**src/rtl/sam_pkg.sv**
```systemverilog
// shared constants, types and codes of the sensor average monitor
package sam_pkg;

  // sample and window geometry
  localparam int SAMPLE_W      = 12;
  localparam int WINDOW_TAPS   = 8;
  localparam int WIN_W         = $clog2(WINDOW_TAPS);
  localparam int SUM_W         = SAMPLE_W + WIN_W;

  // audio block and band geometry
  localparam int BLOCK_SAMPLES = 64;
  localparam int BAND_COUNT    = 8;
  localparam int BLOCK_W       = $clog2(BLOCK_SAMPLES);
  localparam int PER_BAND      = BLOCK_SAMPLES / BAND_COUNT;
  localparam int PER_W         = $clog2(PER_BAND);
  localparam int BAND_W        = $clog2(BAND_COUNT);
  localparam int BAND_ACC_W    = SAMPLE_W + PER_W;
  localparam int LEVEL_W       = 8;
  localparam int LEVEL_SHIFT   = 4;
  localparam int SHOWN_BANDS   = (BAND_COUNT < 8) ? BAND_COUNT : 8;
  localparam int LEVELS_W      = 64;

  // battery scaling to millivolts
  localparam int MV_SCALE      = 15000;
  localparam int MV_SHIFT      = 12;
  localparam int MV_W          = 14;
  localparam int PRODUCT_W     = SAMPLE_W + MV_W;

  // configuration port
  localparam int CFG_W         = 12;
  localparam int CFG_INDEX_W   = 2;

  // stream widths
  localparam int IN_TDATA_W    = 40;
  localparam int OUT_FIELDS_W  = 4 * SAMPLE_W + MV_W + 4 + LEVELS_W;
  localparam int OUT_TDATA_W   = 136;
  localparam int OUT_PAD_W     = OUT_TDATA_W - OUT_FIELDS_W;

  // register indexes
  typedef enum logic [CFG_INDEX_W-1:0] {
    REG_DAY_THRESHOLD   = 2'd0,
    REG_NIGHT_THRESHOLD = 2'd1,
    REG_BATTERY_LOW     = 2'd2,
    REG_AUDIO_LEVEL     = 2'd3
  } cfg_index_t;

  // sequencer states
  typedef enum logic {
    ST_IDLE,
    ST_CALC
  } state_t;

  // band stage status toward the merge stage
  typedef struct packed {
    logic                updated;
    logic [LEVELS_W-1:0] levels;
  } band_status_t;

endpackage

```
**src/rtl/sam_lane.sv**
```systemverilog
// one channel lane: sample window with running sum and average
module sam_lane (
  input  logic                         clk,
  input  logic                         rst,
  input  logic                         load,
  input  logic [sam_pkg::WIN_W-1:0]    position,
  input  logic [sam_pkg::SAMPLE_W-1:0] sample,
  output logic [sam_pkg::SAMPLE_W-1:0] average
);
  import sam_pkg::*;

  logic [SAMPLE_W-1:0] window [WINDOW_TAPS];
  logic [SUM_W-1:0]    sum;
  logic [SUM_W-1:0]    sum_next;

  // replace the oldest sample in the running sum
  assign sum_next = sum - SUM_W'(window[position]) + SUM_W'(sample);

  // window and sum update on each transaction
  always_ff @(posedge clk) begin
    if (rst) begin
      sum <= '0;
      for (int i = 0; i < WINDOW_TAPS; i++) begin
        window[i] <= '0;
      end
    end else if (load) begin
      window[position] <= sample;
      sum              <= sum_next;
    end
  end

  // divide by the tap count
  assign average = sum[SUM_W-1:WIN_W];

endmodule

```
**src/rtl/sam_band.sv**
```systemverilog
// audio band stage: per-band accumulation and block-end refresh of band levels
module sam_band (
  input  logic                         clk,
  input  logic                         rst,
  input  logic                         load,
  input  logic [sam_pkg::SAMPLE_W-1:0] sample,
  output sam_pkg::band_status_t        status
);
  import sam_pkg::*;

  logic [BLOCK_W-1:0]    block_pos;
  logic [BAND_ACC_W-1:0] band_acc;
  logic [LEVEL_W-1:0]    pending [BAND_COUNT];
  logic [LEVEL_W-1:0]    store [BAND_COUNT];
  logic                  updated;

  logic [PER_W-1:0]      offset;
  logic [BAND_W-1:0]     band_idx;
  logic [BAND_ACC_W-1:0] acc_sum;
  logic [LEVEL_W-1:0]    level;
  logic                  band_done;
  logic                  block_done;

  // position of this sample inside its band and block
  assign offset     = block_pos[PER_W-1:0];
  assign band_idx   = block_pos[BLOCK_W-1:PER_W];
  assign acc_sum    = ((offset == '0) ? '0 : band_acc) + BAND_ACC_W'(sample);
  assign band_done  = (offset == PER_W'(PER_BAND - 1));
  assign block_done = (block_pos == BLOCK_W'(BLOCK_SAMPLES - 1));
  assign level      = LEVEL_W'(acc_sum >> (PER_W + LEVEL_SHIFT));

  // accumulator and finished band levels
  always_ff @(posedge clk) begin
    if (load) begin
      band_acc <= acc_sum;
      if (band_done) begin
        pending[band_idx] <= level;
      end
    end
  end

  // block position and shown band levels
  always_ff @(posedge clk) begin
    if (rst) begin
      block_pos <= '0;
      updated   <= 1'b0;
      for (int b = 0; b < BAND_COUNT; b++) begin
        store[b] <= '0;
      end
    end else if (load) begin
      if (block_done) begin
        block_pos <= '0;
        updated   <= 1'b1;
        for (int b = 0; b < BAND_COUNT; b++) begin
          store[b] <= (band_done && (band_idx == BAND_W'(b))) ? level : pending[b];
        end
      end else begin
        block_pos <= block_pos + 1'b1;
        updated   <= 1'b0;
      end
    end
  end

  // pack shown bands, band 0 in the low byte
  always_comb begin
    status.updated = updated;
    status.levels  = '0;
    for (int b = 0; b < SHOWN_BANDS; b++) begin
      status.levels[b*LEVEL_W +: LEVEL_W] = store[b];
    end
  end

endmodule

```
**src/rtl/sensor_average_hysteresis_monitor.sv**
```systemverilog
// top level: channel lanes, band stage and merge stage of the sensor monitor
//
// Each input transaction carries one light, battery and audio sample. The
// block takes no item in its merge cycle: in the accept cycle the three channel
// lanes update their 8-sample windows and running sums and the band stage
// adds the audio sample to its band accumulator; in the next cycle the merge
// stage derives the averages, the day/night hysteresis, the low battery flag,
// the millivolt scaling multiply and the audio peak, and loads the output
// register. That register holds a finished result while the next item is
// accepted; an item waits in the merge cycle only while the previous result
// is still untaken. Windows and band levels come out of reset cleared in
// flip-flops, so there is no clearing pass. Configuration writes take effect
// at once and are meant to be made while the block is idle.
module sensor_average_hysteresis_monitor (
  input  logic                            clk,
  input  logic                            rst,
  // configuration write port
  input  logic                            cfg_we,
  input  logic [sam_pkg::CFG_INDEX_W-1:0] cfg_index,
  input  logic [sam_pkg::CFG_W-1:0]       cfg_data,
  // input stream
  input  logic                            s_tvalid,
  output logic                            s_tready,
  // fields from bit 0: light_sample[11:0], battery_sample[23:12],
  // audio_sample[35:24], zero pad[39:36]
  input  logic [sam_pkg::IN_TDATA_W-1:0]  s_tdata,
  // output stream
  output logic                            m_tvalid,
  input  logic                            m_tready,
  // fields from bit 0: light_average[11:0], battery_average[23:12],
  // battery_millivolts[37:24], audio_average[49:38], audio_peak[61:50],
  // audio_present[62], night_mode[63], battery_low[64], bands_updated[65],
  // band_levels[129:66], zero pad[135:130]
  output logic [sam_pkg::OUT_TDATA_W-1:0] m_tdata
);
  import sam_pkg::*;

  localparam int PEAK_LSB = 3 * SAMPLE_W + MV_W;

  state_t state;
  state_t state_next;

  logic [CFG_W-1:0]    day_threshold;
  logic [CFG_W-1:0]    night_threshold;
  logic [CFG_W-1:0]    battery_low_level;
  logic [CFG_W-1:0]    audio_level;

  logic [WIN_W-1:0]    window_position;
  logic [SAMPLE_W-1:0] audio_hold;
  logic [SAMPLE_W-1:0] peak_hold;
  logic                night_flag;

  logic                s_accept;
  logic                out_load;

  logic [SAMPLE_W-1:0] light_avg;
  logic [SAMPLE_W-1:0] batt_avg;
  logic [SAMPLE_W-1:0] audio_avg;
  band_status_t        band_status;

  logic                night_next;
  logic [SAMPLE_W-1:0] peak_next;
  logic [PRODUCT_W-1:0] mv_product;
  logic [MV_W-1:0]     millivolts;
  logic                present;
  logic                batt_low;

  assign s_accept = s_tvalid && s_tready;

  // configuration registers
  always_ff @(posedge clk) begin
    if (rst) begin
      day_threshold     <= CFG_W'(3000);
      night_threshold   <= CFG_W'(1000);
      battery_low_level <= CFG_W'(3140);
      audio_level       <= CFG_W'(2048);
    end else if (cfg_we) begin
      unique case (cfg_index_t'(cfg_index))
        REG_DAY_THRESHOLD:   day_threshold     <= cfg_data;
        REG_NIGHT_THRESHOLD: night_threshold   <= cfg_data;
        REG_BATTERY_LOW:     battery_low_level <= cfg_data;
        REG_AUDIO_LEVEL:     audio_level       <= cfg_data;
      endcase
    end
  end

  // channel lanes
  sam_lane u_light_lane (
    .clk      (clk),
    .rst      (rst),
    .load     (s_accept),
    .position (window_position),
    .sample   (s_tdata[SAMPLE_W-1:0]),
    .average  (light_avg)
  );

  sam_lane u_battery_lane (
    .clk      (clk),
    .rst      (rst),
    .load     (s_accept),
    .position (window_position),
    .sample   (s_tdata[2*SAMPLE_W-1:SAMPLE_W]),
    .average  (batt_avg)
  );

  sam_lane u_audio_lane (
    .clk      (clk),
    .rst      (rst),
    .load     (s_accept),
    .position (window_position),
    .sample   (s_tdata[3*SAMPLE_W-1:2*SAMPLE_W]),
    .average  (audio_avg)
  );

  // audio band stage
  sam_band u_band (
    .clk    (clk),
    .rst    (rst),
    .load   (s_accept),
    .sample (s_tdata[3*SAMPLE_W-1:2*SAMPLE_W]),
    .status (band_status)
  );

  // shared window position and raw audio hold
  always_ff @(posedge clk) begin
    if (rst) begin
      window_position <= '0;
    end else if (s_accept) begin
      window_position <= window_position + 1'b1;
    end
  end

  always_ff @(posedge clk) begin
    if (s_accept) begin
      audio_hold <= s_tdata[3*SAMPLE_W-1:2*SAMPLE_W];
    end
  end

  // sequencer state
  always_ff @(posedge clk) begin
    if (rst) begin
      state <= ST_IDLE;
    end else begin
      state <= state_next;
    end
  end

  // next state
  always_comb begin
    state_next = state;
    unique case (state)
      ST_IDLE: begin
        if (s_accept) state_next = ST_CALC;
      end
      ST_CALC: begin
        if (out_load) state_next = ST_IDLE;
      end
    endcase
  end

  // sequencer outputs
  always_comb begin
    s_tready = 1'b0;
    out_load = 1'b0;
    unique case (state)
      ST_IDLE: begin
        s_tready = 1'b1;
      end
      ST_CALC: begin
        out_load = !m_tvalid || m_tready;
      end
    endcase
  end

  // merge stage: hysteresis, flags, peak and millivolt scaling
  always_comb begin
    priority if (light_avg > day_threshold) begin
      night_next = 1'b0;
    end else if (light_avg < night_threshold) begin
      night_next = 1'b1;
    end else begin
      // dead band keeps the mode
      night_next = night_flag;
    end
    peak_next  = (audio_hold > peak_hold) ? audio_hold : peak_hold;
    mv_product = PRODUCT_W'(batt_avg) * PRODUCT_W'(MV_SCALE);
    millivolts = mv_product[MV_SHIFT +: MV_W];
    present    = audio_hold > audio_level;
    batt_low   = batt_avg < battery_low_level;
  end

  // monitor state kept across items
  always_ff @(posedge clk) begin
    if (rst) begin
      night_flag <= 1'b0;
      peak_hold  <= '0;
    end else if (out_load) begin
      night_flag <= night_next;
      peak_hold  <= peak_next;
    end
  end

  // output register
  always_ff @(posedge clk) begin
    if (rst) begin
      m_tvalid <= 1'b0;
    end else if (out_load) begin
      m_tvalid <= 1'b1;
    end else if (m_tready) begin
      m_tvalid <= 1'b0;
    end
  end

  always_ff @(posedge clk) begin
    if (out_load) begin
      m_tdata <= {{OUT_PAD_W{1'b0}}, band_status.levels, band_status.updated, batt_low,
                  night_next, present, peak_next, audio_avg, millivolts, batt_avg,
                  light_avg};
    end
  end

`ifndef SYNTH
  // an accepted transaction always goes on to the merge cycle
  a_accept_to_calc: assert property (@(posedge clk) disable iff (rst)
    s_accept |=> (state == ST_CALC))
    else $error("accepted transaction did not enter merge cycle");

  // the shared window position advances once per accepted transaction
  a_position_step: assert property (@(posedge clk) disable iff (rst)
    s_accept |=> (window_position == WIN_W'($past(window_position) + 1'b1)))
    else $error("window position did not advance on transaction");

  // a shown peak never exceeds the held peak
  a_peak_bound: assert property (@(posedge clk) disable iff (rst)
    m_tvalid |-> (m_tdata[PEAK_LSB +: SAMPLE_W] <= peak_hold))
    else $error("shown audio peak above held peak");
`endif

endmodule

```
**config.mk**
```make
export PLATFORM = sky130hd
export DESIGN_NAME = sensor_average_hysteresis_monitor
export DESIGN_NICKNAME = d
export VERILOG_FILES = /design/src/rtl/sam_pkg.sv /design/src/rtl/sam_lane.sv /design/src/rtl/sam_band.sv /design/src/rtl/sensor_average_hysteresis_monitor.sv
export SDC_FILE = /design/constraint.sdc
export NUM_CORES = 1
export LEC_CHECK = 0
export ABC_CLOCK_PERIOD_IN_PS = 14290
export BUFFER_PORTS_ARGS = -buffer_cell sky130_fd_sc_hd__buf_2
export CORE_MARGIN = 2
export CORE_UTILIZATION = 60
export CTS_CLUSTER_DIAMETER = 120
export DETAILED_ROUTE_END_ITERATION = 8
export GPL_ROUTABILITY_DRIVEN = 0
export PLACE_DENSITY = 0.86
export SETUP_SLACK_MARGIN = 0.4
export SYNTH_ARGS = -nofsm -noshare
export SYNTH_HDL_FRONTEND = slang
export SYNTH_SLANG_ARGS = --single-unit
```
**constraint.sdc**
```tcl
create_clock -name clk -period 14.29 [get_ports clk]
set_clock_uncertainty 0.2 [all_clocks]
set_input_delay 0 -clock clk [delete_from_list [all_inputs] [get_ports clk]]
set_output_delay 0 -clock clk [all_outputs]
set_load 0.05 [all_outputs]
```
Word level (Yosys, flattened, before mapping)
Memories as Yosys holds them, arrays and structs flattened. A register that Yosys moved wholly into a read port is not among the register bits.
Cells that the tools add are included.
Widths: inputs -> output; s select.
Storage, ports and cells
  flip-flop bits (word level): 275
  bits in writable memories: 416
  input bits: 59
  output and inout bits: 138
  word-level logic and storage cells: 134
  memories: 5
Operators by class
  $add $sub $neg: 9
  multiply operators: 1
  order comparisons: 5
  eq/ne operators: 12
  muxes and demuxes: 54
  bitwise operators: 9
  reductions and logical operators: 22
Memories
  u_audio_lane.window: depth 8, bits a word 12, rd ports 1, clocked after memory_dff 1, write ports 8, line sam_lane.sv:12  | logic [SAMPLE_W-1:0] window [WINDOW_TAPS];
  u_battery_lane.window: depth 8, bits a word 12, rd ports 1, clocked after memory_dff 1, write ports 8, line sam_lane.sv:12
  u_light_lane.window: depth 8, bits a word 12, rd ports 1, clocked after memory_dff 1, write ports 8, line sam_lane.sv:12
  u_band.pending: depth 8, bits a word 8, rd ports 8, clocked after memory_dff 0, write ports 1, line sam_band.sv:13  | logic [LEVEL_W-1:0] pending [BAND_COUNT];
  u_band.store: depth 8, bits a word 8, rd ports 8, clocked after memory_dff 8, write ports 8, line sam_band.sv:14  | logic [LEVEL_W-1:0] store [BAND_COUNT];
Operators with widths (number)
  $mux 8: 16
  $add 15x12->15: 4
  $mux 12: 4
  $sub 15x12->15: 3
  $gt 12x12->1: 3
  $reduce_or 12->1: 3
  $mux 3: 9
  $lt 12x12->1: 2
  $mul 12x11->23 const B: 1
  $mux 1: 22
  $eq 3x3->1 const B: 5
  $mux 15: 1
  $logic_and 1x1->1: 9
  $or 1x1->1: 8
  $reduce_and 2->1: 4
  $add 6x1->6 const B: 1
  $eq 3x2->1 const B: 2
  $eq 6x6->1 const B: 1
  $logic_not 3->1: 2
  $mux 6: 1
  $eq 2x2->1 const B: 2
  $add 3x1->3 const B: 1
  $eq 3x1->1 const B: 1
  $eq 2x1->1 const B: 1
  other kinds (6): 6

Logic depth before layout (Yosys ltp)
  depth in word-level cells: 7
  depth in mapped cells: 18
  mapped depth without buffers: 18

Modules after synthesis
Synthesis repeated with hierarchy kept, for this count alone.
Second synthesis, totals
  cells, all modules: 2946
  area, all modules: 35353.9 µm²
Modules (own cells, without submodules)
  sensor_average_hysteresis_monitor: instances 1, cells an instance 888, area an instance 10771.6 µm², sequential area each 5585.4 µm²
  sam_lane at u_light_lane: instances 1, cells an instance 569, area an instance 6247.2 µm², sequential area each 3183.1 µm²
  sam_lane at u_battery_lane: instances 1, cells an instance 558, area an instance 6154.7 µm², sequential area each 3183.1 µm²
  sam_band: instances 1, cells an instance 390, area an instance 6092.1 µm², sequential area each 4434.3 µm²
  sam_lane at u_audio_lane: instances 1, cells an instance 541, area an instance 6088.3 µm², sequential area each 3183.1 µm²

Least setup slack after synthesis
OpenSTA, ideal clock, no wires.
  kind: flip-flop to flip-flop
  start: register state
  end: memory u_band.store[0][0], enable pin
  library setup time: 582 ps
  data arrival time: 5755 ps
  required time: 13508 ps
  path slack: 7753 ps
  stages on the path, launching flop included: 5
  path buffers: 1
  period minus slack after synthesis: 6537 ps
  path through: dfxtp_1 -> inv_1 -> nand2_1 -> clkbuf_1 -> o21ai_0
RTL lines
  start: declaration: line sensor_average_hysteresis_monitor.sv:40  | state_t state;
  start signal: assignment: line sensor_average_hysteresis_monitor.sv:144  | state <= state_next;
  end: declaration: line sam_band.sv:14

==> results_dict.tcl <==
set metrics [dict create \
    status "finished clean" \
    cp_max_fo 48 \
    rrSetupSlack_ns 8.64 \
    ys_top_cells_by_area "edfxtp_1 51%, dfxtp_1 7.1%, ha_1 6.9%, mux4_2 4.8%, fa_1 4.5%" \
    finalCriticalPeriod_ns 5.65 \
    cts_buffers 68 \
    clk_path_buf_depth 3 \
    avgSynthCellArea_um2 12.4 \
    insertion_delay_ns 0.62 \
    critical_path_buf_inv_count 3 \
    swShare_pct 36.5 \
    cts-root-buf "clkbuf_16" \
    h-tree-depth 3 \
    drive_above_1_share_pct 15.6 \
    p_sw_uw 2590 \
    hold_path_class "primary input to flip-flop" \
    rsz0062_at_grt "no" \
    hp-start "s_tdata[19]" \
    io_buffers 186 \
    ioPinCount 197 \
    p_seq_share_pct 36.7 \
    grt-ovfl-total 0 \
    max_cap_violations 0 \
    area_growth_syn_to_layout_pct 13.4 \
    fin_nets 3259 \
    pwr-share-clk_pct 25.1 \
    period_share_pct 39.5 \
    tns_ns 0 \
    die_h_um 242 \
    critPathKind "flip-flop to flip-flop" \
    drtPass1Iterations 6 \
    start_kind "flip-flop" \
    drt_wl_total_um 83600 \
    path_cells "buf_4 -> mux4_2 -> mux2_2 -> ha_1 -> inv_1 -> ha_1 -> inv_1 -> fa_1 -> nand2b_1 -> a21oi_1 -> nor2_1 -> o21ai_0 -> a221o_1 -> a31oi_1 -> xnor2_1 -> o21ai_0" \
    drc 0 \
    cp_data_arrival_time_ns 5.91 \
    fmax_mhz 177 \
    worstSetupPathDepth 16 \
    ctsResizeCount 0 \
    yosysMostFrequentCell "edfxtp_1" \
    num_rows 87 \
    relSlewSlack_pct 2.90 \
    async_flop_share_pct 0 \
    die_w_um 242 \
    cp.required_ns 14.55 \
    design_area_um2 38500 \
    r2r_cells 16 \
    place_area_um2 35600 \
    ant_nets 0 \
    yosysWarningCount 0 \
    antenna_found_initial 4 \
    power_leakage_uw 0.0149 \
    synth-main-ff-cell "edfxtp_1" \
    slew_violations 0 \
    cts_tree "built" \
    yosysUniqueCellTypes 64 \
    powerDensity_nw_per_um2 185 \
    synth_top_area_share_pct 50.7 \
    vias 23416 \
    synth_area_um2 33900 \
    post-cts-setup-buffers 0 \
    ys_ff_latch 694 \
    synth_common_cells "573 x edfxtp_1, 241 x inv_1, 211 x nor2_1, 193 x nand2_1, 186 x ha_1" \
    worstMarginPinSlew_ns 1.45 \
    grt_pass1_vias 24096 \
    track_usage_pct 28.4 \
    initial_core_util_pct 60.4 \
    finalSetupViolations 0 \
    critical_path.top_delay_family "compound AO/OA/AOI/OAI gates" \
    grt_max_degree 101 \
    die_area_um2 58500 \
    reg2reg_to "u_battery_lane.sum[14]$_SDFFE_PP0P_" \
    yosysTopAreaCell "edfxtp_1" \
    clock-sinks 694 \
    grt_pass1_wl_um 130000 \
    synth_enable_flop_cells 573 \
    drtIter0Drc 2855 \
    critPathSlowestCell "buf_4" \
    p_total_uw 7100 \
    pwr-share-comb_pct 38.2 \
    path_clk_slew_ns 0.06 \
    netlist_instances 2728 \
    post_drt_via_cell_ratio 6.24 \
    seq_area_frac_synth_pct 57.8 \
    internal_power_uw 4510 \
    hold_depth 3 \
    core_um2 56200 \
    avgRoutedWirePerCell_um 22.3 \
    slowest_delay_ns 0.87 \
    hpwl_um 50800 \
    min_to "u_battery_lane.window[0][7]$_SDFFCE_PN0P_" \
    dp_cells 3555 \
    final_cells 3750 \
    worst_setup_path_end_kind "flip-flop" \
    vdd_drop_max_mv 0.137 \
    hold_viol_final 0 \
]
[state kept, by name, summed over array words and instances (netlist names), 15 cells and up, named ones only]
register / flops
u_light_lane.window: 96
u_light_lane.sum: 15
m_tdata: 130
u_audio_lane.window: 96
u_battery_lane.window: 96
u_audio_lane.sum: 15
u_band.pending: 64
u_band.store: 64
u_band.band_acc: 15
u_battery_lane.sum: 15
[worst reg2reg max path, cell delays in order, from the launching register on]
cell,delay [ns]
dfxtp_4,0.68
buf_4,0.89
mux4_2,0.64
mux2_2,0.29
ha_1,0.29
inv_1,0.08
ha_1,0.23
inv_1,0.09
fa_1,0.44
nand2b_1,0.21
a21oi_1,0.25
nor2_1,0.11
o21ai_0,0.34
a221o_1,0.27
a31oi_1,0.12
xnor2_1,0.26
o21ai_0,0.11
[power by group through the flow]
stage          combinational (µW)  sequential, µW  clock [µW]
2_1_floorplan                1850            2740           0
3_3_place_gp                 2460            2630           0
3_5_place_dp                 2620            2640           0
4_1_cts                      2690            2600        1790
5_1_grt                      3010            2620        1860
6_report                     2710            2610        1790
[cells in the final DEF, fill, tap and decap left out, types with 16 or more instances in the layout]
cell	count
mux2_2	37
a21oi_1	131
a211oi_1	19
nand2_1	189
nor2_1	211
buf_2	185
edfxtp_1	573
dlygate4sd3_1	68
and2_1	73
buf_4	28
fa_1	77
inv_1	240
xor2_1	16
o211ai_1	24
nor4_1	132
xnor2_1	41
ha_1	186
nand3_1	22
dfxtp_1	116
clkinv_1	38
nand2b_1	20
a21o_1	46
mux4_2	72
o21ai_0	43
clkbuf_16	68
nor3_1	126
nand4_1	19
[metal layers]
layer | vias up | GRT usage (%) | part of all wire (%)
li1 | 10251 | - | -
met1 | 11385 | 35.5 | 36
met2 | 1484 | 48.1 | 50
met3 | 294 | 4.99 | 10
met4 | 2 | 14.3 | 4.6
met5 | - | 0 | 0.0084
[timing repair]
| item | CTS | global route |
|---|---|---|
| hold buffers | 68 | 0 |
| hold endpoints to repair | 403 | 0 |
| endpoints found under the setup margin | 0 | 0 |
[final cells by class]
class                           count  area (µm²)
Inverter                          274        1030
Sequential cell                   694       19600
Fill cell                        3610       17700
Clock buffer                       92        1880
Timing Repair Buffer              281        1820
Antenna cell                        2        5.00
Tap cell                          756         946
Clock inverter                     33         333
Multi-Input combinational cell   1618       12800
[stage by stage]
| step | hold slack (ns) | worst slack [ns] | util (%) |
|---|---|---|---|
| finish | 0.0296 | 8.64 | 68.5 |
| global route | 0.0326 | 8.30 | 68.5 |
| CTS | 0.00511 | 8.66 | 68.5 |
| detailed placement | 0.0469 | 8.78 | 63.4 |
| global placement | 0.0490 | 8.85 | 63.4 |
| floorplan | -0.101 | 7.75 | - |
[cell families (layout without fill, tap and decap cells)]
| logic type | Yosys count | in the layout | synth area share (%) |
|---|---|---|---|
| buf+inv | 421 | 680 | 4.74 |
| mux | 124 | 124 | 6.45 |
| other cells | 1 | 8 | 0.0110 |
| flops | 694 | 694 | 57.8 |
| fa+ha+maj | 263 | 263 | 11.4 |
| compound gates | 322 | 322 | 5.95 |
| simple gates | 846 | 846 | 12.2 |
| xor+xnor | 57 | 57 | 1.47 |
[worst max-delay path by stage]
stage                          start                                  end  slack [ns]
global route               flip-flop    u_light_lane.sum[13]$_SDFFE_PP0P_        8.30
finish                     flip-flop  u_battery_lane.sum[14]$_SDFFE_PP0P_        8.64
global placement           flip-flop    u_light_lane.sum[13]$_SDFFE_PP0P_        8.85
detailed placement         flip-flop    u_light_lane.sum[13]$_SDFFE_PP0P_        8.78
CTS                        flip-flop  u_battery_lane.sum[14]$_SDFFE_PP0P_        8.66
floorplan           state$_SDFF_PP0_     u_band.store[0][0]$_SDFFCE_PN0P_        7.75
No activity file was read; power rests on OpenSTA's default activity.
